$ cat src/sv/prc_pkg.sv
// Shared types and constants of the present rate classifier.
`timescale 1ns / 1ps
`default_nettype none

package prc_pkg;

    // Field widths
    localparam int unsigned TIME_W     = 64;
    localparam int unsigned IV_W       = 27;
    localparam int unsigned AVG_W      = IV_W + 3;
    localparam int unsigned COUNT_W    = 7;
    localparam int unsigned RUN_W      = 5;
    localparam int unsigned APB_DATA_W = 32;
    localparam int unsigned APB_ADDR_W = 5;

    // Slow run saturates at the top of its counter
    localparam logic [RUN_W-1:0] SLOW_RUN_MAX = '1;

    // Reset values of the configuration registers
    localparam logic [IV_W-1:0]    RST_MIN_INTERVAL  = 27'd4000000;
    localparam logic [IV_W-1:0]    RST_MAX_INTERVAL  = 27'd100000000;
    localparam logic [IV_W-1:0]    RST_HIGH_RATE_LIM = 27'd30000000;
    localparam logic [IV_W-1:0]    RST_SLOW_INTERVAL = 27'd31500000;
    localparam logic [COUNT_W-1:0] RST_MIN_SAMPLES   = 7'd8;
    localparam logic [RUN_W-1:0]   RST_SLOW_RUN_LIM  = 5'd16;

    // Rate decision codes
    typedef enum logic [1:0] {
        DEC_UND  = 2'd0,
        DEC_LOW  = 2'd1,
        DEC_HIGH = 2'd2
    } t_decision;

    // Register index (byte address / 4)
    typedef enum logic [2:0] {
        REG_MIN_INTERVAL  = 3'd0,
        REG_MAX_INTERVAL  = 3'd1,
        REG_HIGH_RATE_LIM = 3'd2,
        REG_SLOW_INTERVAL = 3'd3,
        REG_MIN_SAMPLES   = 3'd4,
        REG_SLOW_RUN_LIM  = 3'd5
    } t_reg_idx;

    typedef struct packed {
        logic [IV_W-1:0]    min_interval_ns;
        logic [IV_W-1:0]    max_interval_ns;
        logic [IV_W-1:0]    high_rate_limit_ns;
        logic [IV_W-1:0]    slow_interval_ns;
        logic [COUNT_W-1:0] min_samples;
        logic [RUN_W-1:0]   slow_run_limit;
    } t_cfg;

    typedef struct packed {
        logic            engage;
        logic            passthrough;
        t_decision       rate_class;
        logic [IV_W-1:0] measured_interval;
    } t_result;

endpackage

`default_nettype wire

$ cat src/sv/prc_if.sv
// Valid/ready channel interfaces for present beats and result beats.
`timescale 1ns / 1ps
`default_nettype none

interface prc_in_if;
    logic                        valid;
    logic                        ready;
    logic [prc_pkg::TIME_W-1:0]  timestamp_ns;
    logic                        requested;

    modport source (output valid, output timestamp_ns, output requested, input ready);
    modport sink   (input valid, input timestamp_ns, input requested, output ready);
endinterface

interface prc_out_if;
    logic                      valid;
    logic                      ready;
    logic                      engage;
    logic                      passthrough;
    logic [1:0]                rate_class;
    logic [prc_pkg::IV_W-1:0]  measured_interval;

    modport source (output valid, output engage, output passthrough, output rate_class,
                    output measured_interval, input ready);
    modport sink   (input valid, input engage, input passthrough, input rate_class,
                    input measured_interval, output ready);
endinterface

`default_nettype wire

$ cat src/sv/present_rate_classifier_unit.sv
// Top level of the present rate classifier: channel registers and configuration.
`timescale 1ns / 1ps
`default_nettype none

// Present rate classifier. Each present beat (timestamp in ns, request flag)
// yields exactly one result beat: engage, passthrough, rate class and the
// valid interval measured on that present. A beat is captured in an input
// register, processed against the timing state (interval subtract and
// window check, Q27.3 average update, classification) and written to an
// output register; a beat stays in the input register while the output
// register holds an untaken result. One beat is taken every cycle as long
// as the result side keeps taking beats. Configuration registers are to be
// written over APB only while the block is idle; the block does not enforce
// this. SAMPLE_CAP sets where the sample counter saturates.

module present_rate_classifier_unit #(
    parameter int unsigned SAMPLE_CAP = 120
) (
    input  wire logic                           i_clk,
    input  wire logic                           i_rst_n,
    input  wire logic                           psel,
    input  wire logic                           penable,
    input  wire logic                           pwrite,
    input  wire logic [prc_pkg::APB_ADDR_W-1:0] paddr,
    input  wire logic [prc_pkg::APB_DATA_W-1:0] pwdata,
    output logic      [prc_pkg::APB_DATA_W-1:0] prdata,
    output logic                                pready,
    prc_in_if.sink                              i_in,
    prc_out_if.source                           o_out
);

    prc_pkg::t_cfg              w_cfg;
    prc_pkg::t_result           w_result;

    logic                       r_in_valid;
    logic [prc_pkg::TIME_W-1:0] r_in_time;
    logic                       r_in_req;
    logic                       r_out_valid;
    prc_pkg::t_result           r_out;
    logic                       w_step;

    prc_regs u_regs (
        .i_clk   (i_clk),
        .i_rst_n (i_rst_n),
        .psel    (psel),
        .penable (penable),
        .pwrite  (pwrite),
        .paddr   (paddr),
        .pwdata  (pwdata),
        .prdata  (prdata),
        .pready  (pready),
        .o_cfg   (w_cfg)
    );

    prc_track #(
        .SAMPLE_CAP (SAMPLE_CAP)
    ) u_track (
        .i_clk          (i_clk),
        .i_rst_n        (i_rst_n),
        .i_step         (w_step),
        .i_timestamp_ns (r_in_time),
        .i_requested    (r_in_req),
        .i_cfg          (w_cfg),
        .o_result       (w_result)
    );

    // Process the held beat whenever the output slot is free or draining
    assign w_step     = r_in_valid && (!r_out_valid || o_out.ready);
    assign i_in.ready = !r_in_valid || w_step;

    // Input register
    always_ff @(posedge i_clk) begin
        if (!i_rst_n) begin
            r_in_valid <= 1'b0;
        end else if (i_in.ready) begin
            r_in_valid <= i_in.valid;
        end
    end

    always_ff @(posedge i_clk) begin
        if (i_in.ready && i_in.valid) begin
            r_in_time <= i_in.timestamp_ns;
            r_in_req  <= i_in.requested;
        end
    end

    // Output register: load on step, drop when taken
    always_ff @(posedge i_clk) begin
        if (!i_rst_n) begin
            r_out_valid <= 1'b0;
        end else if (w_step) begin
            r_out_valid <= 1'b1;
        end else if (o_out.ready) begin
            r_out_valid <= 1'b0;
        end
    end

    always_ff @(posedge i_clk) begin
        if (w_step) begin
            r_out <= w_result;
        end
    end

    assign o_out.valid             = r_out_valid;
    assign o_out.engage            = r_out.engage;
    assign o_out.passthrough       = r_out.passthrough;
    assign o_out.rate_class        = r_out.rate_class;
    assign o_out.measured_interval = r_out.measured_interval;

    // Passthrough only in high-rate mode
    a_pt_high: assert property (@(posedge i_clk) disable iff (!i_rst_n)
        (r_out_valid && r_out.passthrough) |-> (r_out.rate_class == prc_pkg::DEC_HIGH))
        else $error("passthrough outside high-rate mode");

    // Generation only in low-rate mode
    a_engage_low: assert property (@(posedge i_clk) disable iff (!i_rst_n)
        (r_out_valid && r_out.engage) |-> (r_out.rate_class == prc_pkg::DEC_LOW))
        else $error("engage outside low-rate mode");

    // A processed beat always lands in the output register
    a_step_lands: assert property (@(posedge i_clk) disable iff (!i_rst_n)
        w_step |=> r_out_valid)
        else $error("processed beat lost");

endmodule

`default_nettype wire

$ cat src/sv/prc_regs.sv
// APB configuration register file of the present rate classifier.
`timescale 1ns / 1ps
`default_nettype none

module prc_regs (
    input  wire logic                           i_clk,
    input  wire logic                           i_rst_n,
    input  wire logic                           psel,
    input  wire logic                           penable,
    input  wire logic                           pwrite,
    input  wire logic [prc_pkg::APB_ADDR_W-1:0] paddr,
    input  wire logic [prc_pkg::APB_DATA_W-1:0] pwdata,
    output logic      [prc_pkg::APB_DATA_W-1:0] prdata,
    output logic                                pready,
    output prc_pkg::t_cfg                       o_cfg
);

    prc_pkg::t_cfg      r_cfg;
    prc_pkg::t_reg_idx  w_idx;
    logic               w_wr;

    assign w_idx  = prc_pkg::t_reg_idx'(paddr[prc_pkg::APB_ADDR_W-1:2]);
    assign w_wr   = psel && penable && pwrite;
    assign pready = 1'b1;
    assign o_cfg  = r_cfg;

    // Write the addressed register on the access phase
    always_ff @(posedge i_clk) begin
        if (!i_rst_n) begin
            r_cfg.min_interval_ns    <= prc_pkg::RST_MIN_INTERVAL;
            r_cfg.max_interval_ns    <= prc_pkg::RST_MAX_INTERVAL;
            r_cfg.high_rate_limit_ns <= prc_pkg::RST_HIGH_RATE_LIM;
            r_cfg.slow_interval_ns   <= prc_pkg::RST_SLOW_INTERVAL;
            r_cfg.min_samples        <= prc_pkg::RST_MIN_SAMPLES;
            r_cfg.slow_run_limit     <= prc_pkg::RST_SLOW_RUN_LIM;
        end else if (w_wr) begin
            case (w_idx)
                prc_pkg::REG_MIN_INTERVAL: begin
                    r_cfg.min_interval_ns <= pwdata[prc_pkg::IV_W-1:0];
                end
                prc_pkg::REG_MAX_INTERVAL: begin
                    r_cfg.max_interval_ns <= pwdata[prc_pkg::IV_W-1:0];
                end
                prc_pkg::REG_HIGH_RATE_LIM: begin
                    r_cfg.high_rate_limit_ns <= pwdata[prc_pkg::IV_W-1:0];
                end
                prc_pkg::REG_SLOW_INTERVAL: begin
                    r_cfg.slow_interval_ns <= pwdata[prc_pkg::IV_W-1:0];
                end
                prc_pkg::REG_MIN_SAMPLES: begin
                    r_cfg.min_samples <= pwdata[prc_pkg::COUNT_W-1:0];
                end
                prc_pkg::REG_SLOW_RUN_LIM: begin
                    r_cfg.slow_run_limit <= pwdata[prc_pkg::RUN_W-1:0];
                end
                default: begin
                end
            endcase
        end
    end

    // Read back the addressed register, zero extended
    always_comb begin
        prdata = '0;
        case (w_idx)
            prc_pkg::REG_MIN_INTERVAL: begin
                prdata[prc_pkg::IV_W-1:0] = r_cfg.min_interval_ns;
            end
            prc_pkg::REG_MAX_INTERVAL: begin
                prdata[prc_pkg::IV_W-1:0] = r_cfg.max_interval_ns;
            end
            prc_pkg::REG_HIGH_RATE_LIM: begin
                prdata[prc_pkg::IV_W-1:0] = r_cfg.high_rate_limit_ns;
            end
            prc_pkg::REG_SLOW_INTERVAL: begin
                prdata[prc_pkg::IV_W-1:0] = r_cfg.slow_interval_ns;
            end
            prc_pkg::REG_MIN_SAMPLES: begin
                prdata[prc_pkg::COUNT_W-1:0] = r_cfg.min_samples;
            end
            prc_pkg::REG_SLOW_RUN_LIM: begin
                prdata[prc_pkg::RUN_W-1:0] = r_cfg.slow_run_limit;
            end
            default: begin
                prdata = '0;
            end
        endcase
    end

endmodule

`default_nettype wire

$ cat src/sv/prc_track.sv
// Interval measurement, running average and rate decision state.
`timescale 1ns / 1ps
`default_nettype none

module prc_track #(
    parameter int unsigned SAMPLE_CAP = 120
) (
    input  wire logic                       i_clk,
    input  wire logic                       i_rst_n,
    input  wire logic                       i_step,
    input  wire logic [prc_pkg::TIME_W-1:0] i_timestamp_ns,
    input  wire logic                       i_requested,
    input  prc_pkg::t_cfg                   i_cfg,
    output prc_pkg::t_result                o_result
);

    localparam logic [prc_pkg::COUNT_W-1:0] CAP = prc_pkg::COUNT_W'(SAMPLE_CAP);

    // Timing state
    logic [prc_pkg::TIME_W-1:0]  r_last_time, n_last_time;
    logic [prc_pkg::AVG_W-1:0]   r_avg, n_avg;
    logic [prc_pkg::COUNT_W-1:0] r_count, n_count;
    logic [prc_pkg::RUN_W-1:0]   r_slow_run, n_slow_run;
    logic                        r_prev_req, n_prev_req;
    prc_pkg::t_decision          r_decision, n_decision;
    logic                        r_pt_flag, n_pt_flag;

    logic [prc_pkg::TIME_W-1:0]  w_diff;
    logic                        w_observe;
    logic                        w_sample;
    logic [prc_pkg::IV_W-1:0]    w_iv;
    logic [prc_pkg::AVG_W+2:0]   w_avg7;
    logic [prc_pkg::AVG_W-1:0]   w_avg_upd;
    logic [prc_pkg::AVG_W-1:0]   w_avg_obs;
    logic [prc_pkg::COUNT_W-1:0] w_count_obs;
    logic                        w_enough;
    prc_pkg::t_decision          w_class;
    logic                        w_engage;

    // Measure the interval; low rate while requested ignores timing
    assign w_diff    = i_timestamp_ns - r_last_time;
    assign w_observe = !i_requested || (r_decision != prc_pkg::DEC_LOW);
    assign w_sample  = w_observe && (r_last_time != '0) && (i_timestamp_ns > r_last_time)
                     && (w_diff[prc_pkg::TIME_W-1:prc_pkg::IV_W] == '0)
                     && (w_diff[prc_pkg::IV_W-1:0] >= i_cfg.min_interval_ns)
                     && (w_diff[prc_pkg::IV_W-1:0] <= i_cfg.max_interval_ns);
    assign w_iv      = w_sample ? w_diff[prc_pkg::IV_W-1:0] : '0;

    // Average: 7/8 of the old value rounded half up, plus the new interval; the first sample sets it directly
    assign w_avg7    = ({3'b000, r_avg} << 3) - {3'b000, r_avg} + (prc_pkg::AVG_W+3)'(4);
    assign w_avg_upd = w_avg7[prc_pkg::AVG_W+2:3] + {3'b000, w_iv};
    assign w_avg_obs = !w_sample ? r_avg
                     : (r_count == '0) ? {w_iv, 3'b000} : w_avg_upd;
    assign w_count_obs = (w_sample && (r_count < CAP)) ? r_count + 1'b1 : r_count;

    // Classify from the updated average and count
    assign w_enough = w_count_obs >= i_cfg.min_samples;
    assign w_class  = (w_enough && (w_avg_obs != '0)
                      && (w_avg_obs < {i_cfg.high_rate_limit_ns, 3'b000}))
                    ? prc_pkg::DEC_HIGH : prc_pkg::DEC_LOW;

    // Request edges, decision and slow run
    always_comb begin
        n_last_time = w_observe ? i_timestamp_ns : r_last_time;
        n_avg       = w_avg_obs;
        n_count     = w_count_obs;
        n_slow_run  = r_slow_run;
        n_prev_req  = r_prev_req;
        n_decision  = r_decision;
        n_pt_flag   = r_pt_flag;
        w_engage    = 1'b0;

        if (i_requested != r_prev_req) begin
            if (i_requested) begin
                n_decision = w_enough ? w_class : prc_pkg::DEC_UND;
            end else begin
                n_last_time = '0;
                n_avg       = '0;
                n_count     = '0;
                n_decision  = prc_pkg::DEC_UND;
                n_pt_flag   = 1'b0;
            end
            n_slow_run = '0;
            n_prev_req = i_requested;
        end

        if (!i_requested) begin
            n_pt_flag = 1'b0;
        end else begin
            if ((n_decision == prc_pkg::DEC_UND) && w_enough) begin
                n_decision = w_class;
            end
            if (n_decision == prc_pkg::DEC_HIGH) begin
                n_pt_flag = 1'b1;
                if (w_iv >= i_cfg.slow_interval_ns) begin
                    if (n_slow_run != prc_pkg::SLOW_RUN_MAX) begin
                        n_slow_run = n_slow_run + 1'b1;
                    end
                end else if (w_iv != '0) begin
                    n_slow_run = '0;
                end
                // Drop to low rate after a long enough slow run
                if (n_slow_run >= i_cfg.slow_run_limit) begin
                    n_decision = prc_pkg::DEC_LOW;
                    n_slow_run = '0;
                end
            end
            if (n_decision == prc_pkg::DEC_LOW) begin
                n_pt_flag = 1'b0;
                w_engage  = 1'b1;
            end
        end
    end

    assign o_result.engage            = w_engage;
    assign o_result.passthrough       = i_requested & n_pt_flag;
    assign o_result.rate_class        = n_decision;
    assign o_result.measured_interval = w_iv;

    // Advance state once per processed beat
    always_ff @(posedge i_clk) begin
        if (!i_rst_n) begin
            r_last_time <= '0;
            r_avg       <= '0;
            r_count     <= '0;
            r_slow_run  <= '0;
            r_prev_req  <= 1'b0;
            r_decision  <= prc_pkg::DEC_UND;
            r_pt_flag   <= 1'b0;
        end else if (i_step) begin
            r_last_time <= n_last_time;
            r_avg       <= n_avg;
            r_count     <= n_count;
            r_slow_run  <= n_slow_run;
            r_prev_req  <= n_prev_req;
            r_decision  <= n_decision;
            r_pt_flag   <= n_pt_flag;
        end
    end

endmodule

`default_nettype wire
$ cat src/flat_wrapper.sv
// flat-port wrapper written by rule: the top's interface ports become plain ports
module present_rate_classifier_unit_flat 
#(
    parameter int unsigned SAMPLE_CAP = 120
)
  (i_clk, i_rst_n, psel, penable, pwrite, paddr, pwdata, prdata, pready, i_in_valid, i_in_timestamp_ns, i_in_requested, i_in_ready, o_out_valid, o_out_engage, o_out_passthrough, o_out_rate_class, o_out_measured_interval, o_out_ready);
  prc_in_if i_in_i ();
  prc_out_if o_out_i ();
  input  wire logic i_clk;
  input  wire logic i_rst_n;
  input  wire logic psel;
  input  wire logic penable;
  input  wire logic pwrite;
  input  wire logic [prc_pkg::APB_ADDR_W-1:0] paddr;
  input  wire logic [prc_pkg::APB_DATA_W-1:0] pwdata;
  output logic      [prc_pkg::APB_DATA_W-1:0] prdata;
  output logic pready;
  input wire logic [$bits(i_in_i.valid)-1:0] i_in_valid;
  input wire logic [$bits(i_in_i.timestamp_ns)-1:0] i_in_timestamp_ns;
  input wire logic [$bits(i_in_i.requested)-1:0] i_in_requested;
  output wire logic [$bits(i_in_i.ready)-1:0] i_in_ready;
  output wire logic [$bits(o_out_i.valid)-1:0] o_out_valid;
  output wire logic [$bits(o_out_i.engage)-1:0] o_out_engage;
  output wire logic [$bits(o_out_i.passthrough)-1:0] o_out_passthrough;
  output wire logic [$bits(o_out_i.rate_class)-1:0] o_out_rate_class;
  output wire logic [$bits(o_out_i.measured_interval)-1:0] o_out_measured_interval;
  input wire logic [$bits(o_out_i.ready)-1:0] o_out_ready;
  assign i_in_i.valid = i_in_valid;
  assign i_in_i.timestamp_ns = i_in_timestamp_ns;
  assign i_in_i.requested = i_in_requested;
  assign i_in_ready = i_in_i.ready;
  assign o_out_valid = o_out_i.valid;
  assign o_out_engage = o_out_i.engage;
  assign o_out_passthrough = o_out_i.passthrough;
  assign o_out_rate_class = o_out_i.rate_class;
  assign o_out_measured_interval = o_out_i.measured_interval;
  assign o_out_i.ready = o_out_ready;
  present_rate_classifier_unit #(.SAMPLE_CAP(SAMPLE_CAP)) u_core (.i_clk(i_clk), .i_rst_n(i_rst_n), .psel(psel), .penable(penable), .pwrite(pwrite), .paddr(paddr), .pwdata(pwdata), .prdata(prdata), .pready(pready), .i_in(i_in_i), .o_out(o_out_i));
endmodule
$ cat config.mk
export PLATFORM = sky130hd
export DESIGN_NAME = present_rate_classifier_unit_flat
export DESIGN_NICKNAME = d
export VERILOG_FILES = /design/src/sv/prc_pkg.sv /design/src/sv/prc_if.sv /design/src/sv/present_rate_classifier_unit.sv /design/src/sv/prc_regs.sv /design/src/sv/prc_track.sv /design/src/flat_wrapper.sv
export SDC_FILE = /design/constraint.sdc
export NUM_CORES = 1
export LEC_CHECK = 0
export ABC_CLOCK_PERIOD_IN_PS = 18400
export BUFFER_PORTS_ARGS = -buffer_cell sky130_fd_sc_hd__buf_2
export CAP_MARGIN = 20
export CORE_ASPECT_RATIO = 0.7
export CORE_MARGIN = 2
export CORE_UTILIZATION = 57
export CTS_CLUSTER_DIAMETER = 100
export DETAILED_ROUTE_END_ITERATION = 10
export PLACE_DENSITY = 0.8
export SLEW_MARGIN = 20
export SYNTH_ARGS = -nofsm -noshare
export SYNTH_HDL_FRONTEND = slang
export SYNTH_SLANG_ARGS = --single-unit
$ cat constraint.sdc
create_clock -name i_clk -period 18.4 [get_ports i_clk]
set_clock_uncertainty 0.15 [all_clocks]
set_input_delay 1.84 -clock i_clk [delete_from_list [all_inputs] [get_ports i_clk]]
set_output_delay 1.84 -clock i_clk [all_outputs]
set_load 0.02 [all_outputs]
Word-level counts from Yosys, hierarchy flattened
Index checks and enable logic that the tools add are counted.
{ "totals": {"register_bits": 328, "inputBits": 109, "output_inout_bits": 66, "word_cells": 119} }
{ "classes": {"n_addsub": 6, "order_cmp": 8, "n_eq_ne": 10, "muxes": 39, "bitwise_logic": 1, "n_reduce_logical": 34} }
{ "op_table": {"columns": ["cell", "count"], "rows": [
  ["64-bit two-way mux", 3],
  ["30-bit two-way mux", 4],
  ["20-bit case mux with 4 select lines", 1],
  ["64-bit greater-than comparator", 1],
  ["64-bit nonzero test", 1],
  ["64-bit subtractor", 1],
  ["27-bit greater-or-equal comparator", 2],
  ["5-bit two-way mux", 9],
  ["37-bit logical NOT", 1],
  ["33-bit by 3-bit adder with 33-bit output (second input constant)", 1],
  ["33-bit by 30-bit subtractor with 33-bit output", 1],
  ["30-bit by 27-bit adder with 30-bit output", 1],
  ["30-bit < comparator", 1],
  ["5-bit case mux with 6 select lines", 1],
  ["30-bit nonzero test", 1],
  ["27-bit <= comparator", 1],
  ["27-bit two-way mux", 1],
  ["27-bit nonzero test", 1],
  ["7-bit two-way mux", 3],
  ["2-bit two-way mux", 10],
  ["2-bit AND reduction", 7],
  ["1-bit logical AND", 13],
  ["2-bit case mux with 5 select lines", 1],
  ["7-bit by 1-bit adder with 7-bit output (second input constant)", 1],
  ["other kinds (20)", 31]
]} }

Depth between registers and ports, before layout
Gate-level depths: netlist of the first run.
{ "depth": {"ltp_word": 33, "ltp_mapped": 53, "ltp_nobuf": 50} }

Modules after synthesis
Synthesis of the first run repeated with hierarchy kept, for this count alone.
{ "hier_totals": {"hier_cells": 2991, "hier_area_um2": 24672.4} }
{ "modules_own_cells": {"columns": ["mod", "n_inst", "cells_each", "area_each_um2", "seq_area_each_um2"], "rows": [
  ["prc_track", 1, 2323, 16148.0, 2202.1],
  ["prc_regs", 1, 563, 5537.8, 2402.3],
  ["present_rate_classifier_unit", 1, 105, 2986.6, 2922.8]
]} }

Least setup slack after synthesis of the first run
Ideal clock, no wire load.
{ "synth_path": {"path_type": "reg2reg", "start": "register u_core.r_in_time[0] (netlist bit)", "end": "register u_core.u_track.r_pt_flag", "setup_ns": 0.080, "arrival_time_ns": 10.020, "t_required_ns": 18.170, "setup_slack_ns": 8.151, "stages_incl_launch_ff": 52, "n_path_buf": 3, "synth_period_minus_slack_ns": 10.249, "cell_sequence": "edfxtp_1 -> inv_1 -> ha_1 -> fa_1 -> nand2b_1 -> a211oi_1 -> o21ai_1 -> and2_1 -> o221a_2 -> xor2_1 -> inv_1 -> ha_1 -> nand4_1 -> or4_1 -> nor3_1 -> mux2i_1 -> a22oi_1 -> o2111ai_1 -> (+16 left out) -> nor2_1 -> xor2_1 -> o21ai_0 -> mux2_2 -> ha_1 -> a21o_1 -> a21oi_1 -> nor2b_1 -> o21ai_0 -> nand2b_1 -> a21oi_1 -> nor2b_1 -> o21ai_0 -> o2111ai_1 -> a31o_2 -> o21bai_1 -> or4b_1 -> a211oi_2"} }
{ "synth_lines": {"columns": ["item", "line", "rtl"], "rows": [
  ["start: declaration", "present_rate_classifier_unit.sv:36", "logic [prc_pkg::TIME_W-1:0] r_in_time;"],
  ["start signal: assignment", "present_rate_classifier_unit.sv:82", "r_in_time <= i_in.timestamp_ns;"],
  ["end signal: assignment", "prc_track.sv:137", "r_pt_flag <= n_pt_flag;"],
  ["end: declaration", "prc_track.sv:26", "logic r_pt_flag, n_pt_flag;"]
]} }

==> flow_summary.toml, run 1 <==
[timing]
fin_crit_sh = 0.7484
rsz0062_at_grt = "no"
setup_violations = 0
holdWs_ns = 0.3118
hold_viol_final = 0
maxSlewViolCount = 0
min_period_ns = 13.77
worstMarginPinSlew_ns = 1.230
max-slew-margin-rel = 0.1775
clock.fmax_mhz = 72.62
tns_ns = 0

[setup_path]
crit_family = "compound AO/OA/AOI/OAI gates"
worst_r2r_endpoint = "u_core.o_out.rate_class[1]"
cp-startpoint = "u_core.r_in_time[0]"
worst_ep_arrival_time_ns = 13.91
start_kind = "flip-flop"
path_class = "flip-flop to flip-flop"
crit_required_ns = 18.54
r2r_start = "u_core.r_in_time[0]"
crit_slowest_cell = "a2111oi_0"
crit_fanout = 56
r2r_cells = 49
worst-path-buf-inv = 3
reg2reg_setup_slack_ns = 4.63
worst_setup_path_end_kind = "flip-flop"
max_stage_delay_ns = 0.75

[logic_synthesis]
syn_area_per_cell_sq_um = 7.865
netlist_area_sq_mm = 0.02427
synth_edf_count = 96
ys_ff_latch = 328
yosys.area_share.simple = 0.2155
yosys-mux-area-fraction = 0.02505
synth_top_area_share = 0.1914
synthAdderAreaFrac = 0.1254
synthTopCellsByCount = "nand2_1, a21oi_1, inv_1"
synthMostInstantiatedCell = "nand2_1"
synth.yosys.seq_area_share = 0.3101
synth_area_leader_cell = "dfxtp_1"
synth.distinct_cells = 100
synth_top_family_by_area = "compound AO/OA/AOI/OAI gates"
synth_async_sr_flop_share = 0
synth_ff_type = "dfxtp_1"
synth_warnings = 0
synthCells = 3086
ys_top_cells_by_area = "dfxtp_1, ha_1, edfxtp_1"
synth_compound_area_frac = 0.2227
synthXorXnorAreaFrac = 0.03284

[cts]
cts_resized = 0
post-cts-setup-buffers = 0
clockBufferDepth = 3
htree_num_levels = 2
clk_pin_slew_ns = 0.06
clock_sinks = 328
cts_root_buf = "clkbuf_16"
clkLatencyLatePin_ns = 0.58
cts_inserted_buffers = 36
hold_buffers = 0
cts_tree = "yes"

[floorplan]
core.rowCount = 63
core_sq_mm = 0.04217
die_h_microns = 176.7
io_pins = 175
initial_core_util = 0.5756
die_width_microns = 250.6
die_area_sq_mm = 0.04428

[global_route]
grtUsageTotal = 0.3746
grt_max_degree = 98
first_global_vias = 21790
grt_overflow = 0
grt_pass1_wl_microns = 128300
antenna_found_initial = 2

[cells_and_area]
nNetsFinal = 3516
drive_gt1_frac = 0.1037
n_fill_cell = 3624
syn_to_final_growth_pct = 9.748

[worst_hold_path]
worstHoldPathCells = 2
min_path_type = "flip-flop to flip-flop"
whs_endpoint = "u_core.u_regs.o_cfg[40]"
hold_path_startpoint = "u_core.u_regs.o_cfg[40]"

[route]
first_iter_violations = 3152
routed_wl_microns = 85870
vias_per_cell = 6.503
drcViolationCount = 0
dr.pass1.iters = 8
final_antenna_net_count = 0
num_vias = 24350
detail_route.wl_per_cell_microns = 22.93

[run_status]
status = "complete, no violations"

[placed_design]
finalWeightedCongestion = 0.9937
port_buffers = 161
dp_hpwl_microns = 66250

[run]
maxCapViolCount = 0

[power]
leakagePower_uw = 0.01064
ir_drop_v = 0.00008427
power.density_mw_per_mm2 = 75.87
==> power by group <==
group          total, uW  switching (uW)  internal, uW
Combinational        460             313           148
Clock                779             324           454
Sequential           782            15.8           766
Total               2020             653          1370
==> registers in the layout, summed over array words and instances (netlist names) <==
register                        flops
u_core.r_in_req                     1
u_core.o_out.valid                  1
u_core.u_track.r_slow_run           5
u_core.u_track.r_decision           2
u_core.o_out.passthrough            1
u_core.u_track.r_pt_flag            1
u_core.u_track.r_last_time         64
u_core.o_out.engage                 1
u_core.u_track.r_count              7
u_core.u_track.r_avg               30
u_core.r_in_time                   64
u_core.u_regs.o_cfg               120
u_core.u_track.r_prev_req           1
u_core.r_in_valid                   1
u_core.o_out.rate_class             2
u_core.o_out.measured_interval     27
==> per-stage QoR <==
| stage | setup slack (ns) | utilization | cell area, sq um | power (uW) | std cells |
|---|---|---|---|---|---|
| 6_report | 4.629 | 0.6317 | 26640 | 2021 | 3745 |
| 5_1_grt | 3.969 | 0.6317 | 26640 | 2081 | 3745 |
| 4_1_cts | 5.128 | 0.6314 | 26630 | 2005 | 3742 |
| 3_5_place_dp | 5.224 | 0.6017 | 25370 | 1234 | 3678 |
| 3_3_place_gp | 5.328 | 0.6016 | 25370 | 1226 | 3677 |
| 2_1_floorplan | 8.151 | - | 24290 | 1072 | 3090 |
==> worst max path at each step <==
stage | endpoint | slack (ns) | depth (start not counted)
2_1_floorplan | u_core.u_track.r_pt_flag | 8.15 | 51
3_3_place_gp | u_core.u_track.r_slow_run[4] | 5.33 | 46
3_5_place_dp | u_core.u_track.r_pt_flag | 5.22 | 49
4_1_cts | u_core.u_track.r_pt_flag | 5.13 | 49
5_1_grt | u_core.u_track.r_pt_flag | 3.97 | 49
6_report | u_core.o_out.rate_class[1] | 4.63 | 49
==> area by class of cell <==
cell class              count  area [sq um]  share of cell area
diodes                      2         5.005           0.0001879
clock buffers              48          1028             0.03861
clock inverters            16         222.7            0.008361
inverters                 259         974.7             0.03659
multi-input cells        2346         15140              0.5683
flip-flops and latches    328          7527              0.2826
well taps                 552         690.7             0.02593
repair buffers            194          1051             0.03946
==> routing by layer <==
layer	wire, microns	GRT usage	share of wire
met1	39110	0.5773	0.46
met2	32690	0.4999	0.38
met3	12280	0.1151	0.14
met4	1682	0.08059	0.020
met5	117	0.01978	0.0014
==> layout by cell type, fill, tap and decap left out, drive strengths merged, types with 12 or more instances in the layout <==
master  Yosys  routed
dfxtp     232     232
nor2b      43      43
nor3       45      45
o22ai      12      12
a31oi      16      16
and2       25      25
edfxtp     96      96
clkbuf    116      48
and4       12      12
o211ai     64      64
a21o       44      44
mux2i      30      30
xor2       35      35
nor4       46      46
xnor2      56      56
nand2b     32      32
a22oi      53      53
mux2       25      25
a21oi     333     333
nand3     132     132
ha        240     240
nand2     465     465
buf        41     194
inv       259     261
o21a       35      35
and3       20      20
a211oi     30      30
or2        13      13
nor2      160     160
nand4      73      73
o21ai     138     138
==> tightest hold or removal path, cell delays in order (launching register included) <==
cell and delay, ns:
dfxtp_1 0.31, nand2_1 0.05, a21oi_1 0.05
==> kinds of logic after synthesis <==
group	after synthesis
AND/OR/NAND/NOR	1102
AO/OA/AOI/OAI	849
buffers and inverters	416
flip-flops	328
adder cells (fa/ha/maj)	242
XOR/XNOR	91
multiplexers	56
other	2
(Power assumes the default switching activity.)
==> run 2: changes to the inputs <==
- ABC_AREA: default -> 1
- ABC_CLOCK_PERIOD_IN_PS: 18400 -> 14100
- clock period: 18.4 -> 14.1 ns (I/O delays scaled with it)
==> run 2 against run 1 <==
Effect of this change: synthesized area is 6.6% higher; count of clock-buffer cells in the layout is 2 higher; critical path depth is 5 higher; cell area is 6.8% higher; wire length is 2.6% lower; worst hold slack better by 0.018 ns; sequential power is 30% higher; critical path type unchanged; largest cell class unchanged.
==> flow_summary.toml, run 2 <==
[global_route]
grt_overflow = 0
grt_max_degree = 92
antenna_found_initial = 6
grt_pass1_wl_microns = 129500
grtUsageTotal = 0.3493
first_global_vias = 23220

[cts]
cts_root_buf = "clkbuf_16"
htree_num_levels = 2
clockBufferDepth = 3
clock_sinks = 328
cts_tree = "yes"
hold_buffers = 0
cts_inserted_buffers = 35
clkLatencyLatePin_ns = 0.56
post-cts-setup-buffers = 0
cts_resized = 0
clk_pin_slew_ns = 0.06

[floorplan]
core_sq_mm = 0.04489
io_pins = 175
initial_core_util = 0.5761
die_width_microns = 258.6
die_h_microns = 182.2
core.rowCount = 65
die_area_sq_mm = 0.04712

[setup_path]
path_class = "flip-flop to flip-flop"
r2r_start = "u_core.r_in_time[0]"
start_kind = "flip-flop"
reg2reg_setup_slack_ns = 2.78
crit_fanout = 35
cp-startpoint = "u_core.r_in_time[0]"
crit_slowest_cell = "xor2_1"
worst_setup_path_end_kind = "flip-flop"
cp_common_cell = "nand2_1"
worst_ep_arrival_time_ns = 11.49
crit_required_ns = 14.26
max_stage_delay_ns = 0.92

[logic_synthesis]
syn_area_per_cell_sq_um = 6.553
ys_top_cells_by_area = "dfxtp_1, nand2_1, ha_1"
synthMostInstantiatedCell = "nand2_1"
synthCells = 3947
synth_edf_count = 96
netlist_area_sq_mm = 0.02586
synthAdderAreaFrac = 0.1177
synth_async_sr_flop_share = 0
synth_top_area_share = 0.1796
yosys.area_share.simple = 0.2852
synth_warnings = 0
ys_ff_latch = 328
synthXorXnorAreaFrac = 0.02201
synth_area_leader_cell = "dfxtp_1"
synth.yosys.seq_area_share = 0.2910
synth_top_family_by_area = "simple AND/OR/NAND/NOR gates"
synth.distinct_cells = 59
synth_ff_type = "dfxtp_1"
yosys-mux-area-fraction = 0
synth_compound_area_frac = 0.1620
synthTopCellsByCount = "nand2_1, inv_1, nor2_1"

[timing]
worstMarginPinSlew_ns = 1.208
max-slew-margin-rel = 0.1919
setup_violations = 0
fin_crit_sh = 0.8031
hold_viol_final = 0
min_period_ns = 11.32
clock.fmax_mhz = 88.31
tns_ns = 0
maxSlewViolCount = 0
rsz0062_at_grt = "no"

[power]
leakagePower_uw = 0.01456
power.density_mw_per_mm2 = 98.13
p_total_uw = 2791
ir_drop_v = 0.0001155

[placed_design]
port_buffers = 161
dp_hpwl_microns = 66520
finalWeightedCongestion = 1.069

[cells_and_area]
layout_commonest_cell = "nand2_1"
syn_to_final_growth_pct = 9.975
drive_gt1_frac = 0.08079
largest_register_ffs = 120
nNetsFinal = 4422
final_cell_mix = "nand2_1, inv_1, nor2_1, a21oi_1, ha_1"

[run_status]
status = "complete, no violations"

[route]
drcViolationCount = 0
vias_per_cell = 5.626
final_antenna_net_count = 0
detail_route.wl_per_cell_microns = 17.79
dr.pass1.iters = 8
routed_wl_microns = 83630
first_iter_violations = 3436
num_vias = 26460

[run]
maxCapViolCount = 0

[worst_hold_path]
min_path_type = "flip-flop to flip-flop"
hold_path_startpoint = "u_core.u_track.r_slow_run[3]"
==> run 2: cell families (layout without fill, tap and decap cells) <==
kind of cell / count (synthesis) / in the layout
compound gates: 712 / 712
xor+xnor: 65 / 65
fa+ha+maj: 242 / 242
buf+inv: 819 / 965
flops: 328 / 328
other cells: 2 / 8
simple gates: 1779 / 1779
==> run 2: worst paths after layout <==
path / to / depth (start not counted)
worst min-delay path: u_core.u_track.r_slow_run[3] / 2
worst max register to register: u_core.o_out.rate_class[1] / 54
worst max-delay path: u_core.o_out.rate_class[1] / 54
worst min register to register: u_core.u_track.r_slow_run[3] / 2
==> run 2: final cells by class <==
type | instances | area, sq um
Fill cell | 4239 | 16450
Inverter | 721 | 2708
Clock buffer | 50 | 1077
Tap cell | 603 | 754.5
Antenna cell | 2 | 5.005
Timing Repair Buffer | 181 | 958.4
Sequential cell | 328 | 7527
Multi-Input combinational cell | 2804 | 15240
Clock inverter | 13 | 173.9
==> run 2: layer usage <==
metal,up-vias,part of all wire,track usage
li1,13040,-,-
met1,11820,0.46,0.5331
met2,1419,0.36,0.4623
met3,169,0.14,0.1025
met4,10,0.032,0.1068
met5,-,0.00077,0
==> run 2: critical path, delay by kind of cell (launching register included) <==
kind                     cells  cell delay [ns]
AND/OR/NAND/NOR             25             3.76
AO/OA/AOI/OAI               17             3.35
adder cells (fa/ha/maj)      5             1.64
XOR/XNOR                     1             0.92
buffers and inverters        6             0.90
flip-flops                   1             0.32
==> run 2: through the flow <==
step	hold slack, ns	util	instance area (sq um)	std cells	setup WS (ns)
global route	0.3499	0.6335	28440	4701	2.147
detailed placement	0.3203	0.6055	27180	4637	3.351
CTS	0.3306	0.6334	28440	4700	3.317
floorplan	0.2953	-	25880	3951	6.427
finish	0.3296	0.6336	28440	4702	2.776
global placement	0.3030	0.6055	27180	4637	3.569
==> run 2: report_power, final <==
part | switching [uW] | leakage, uW | internal [uW]
Clock | 414 | 0.000619 | 608
Sequential | 15.7 | 0.00284 | 1010
Combinational | 528 | 0.0111 | 220
Total | 957 | 0.0146 | 1830
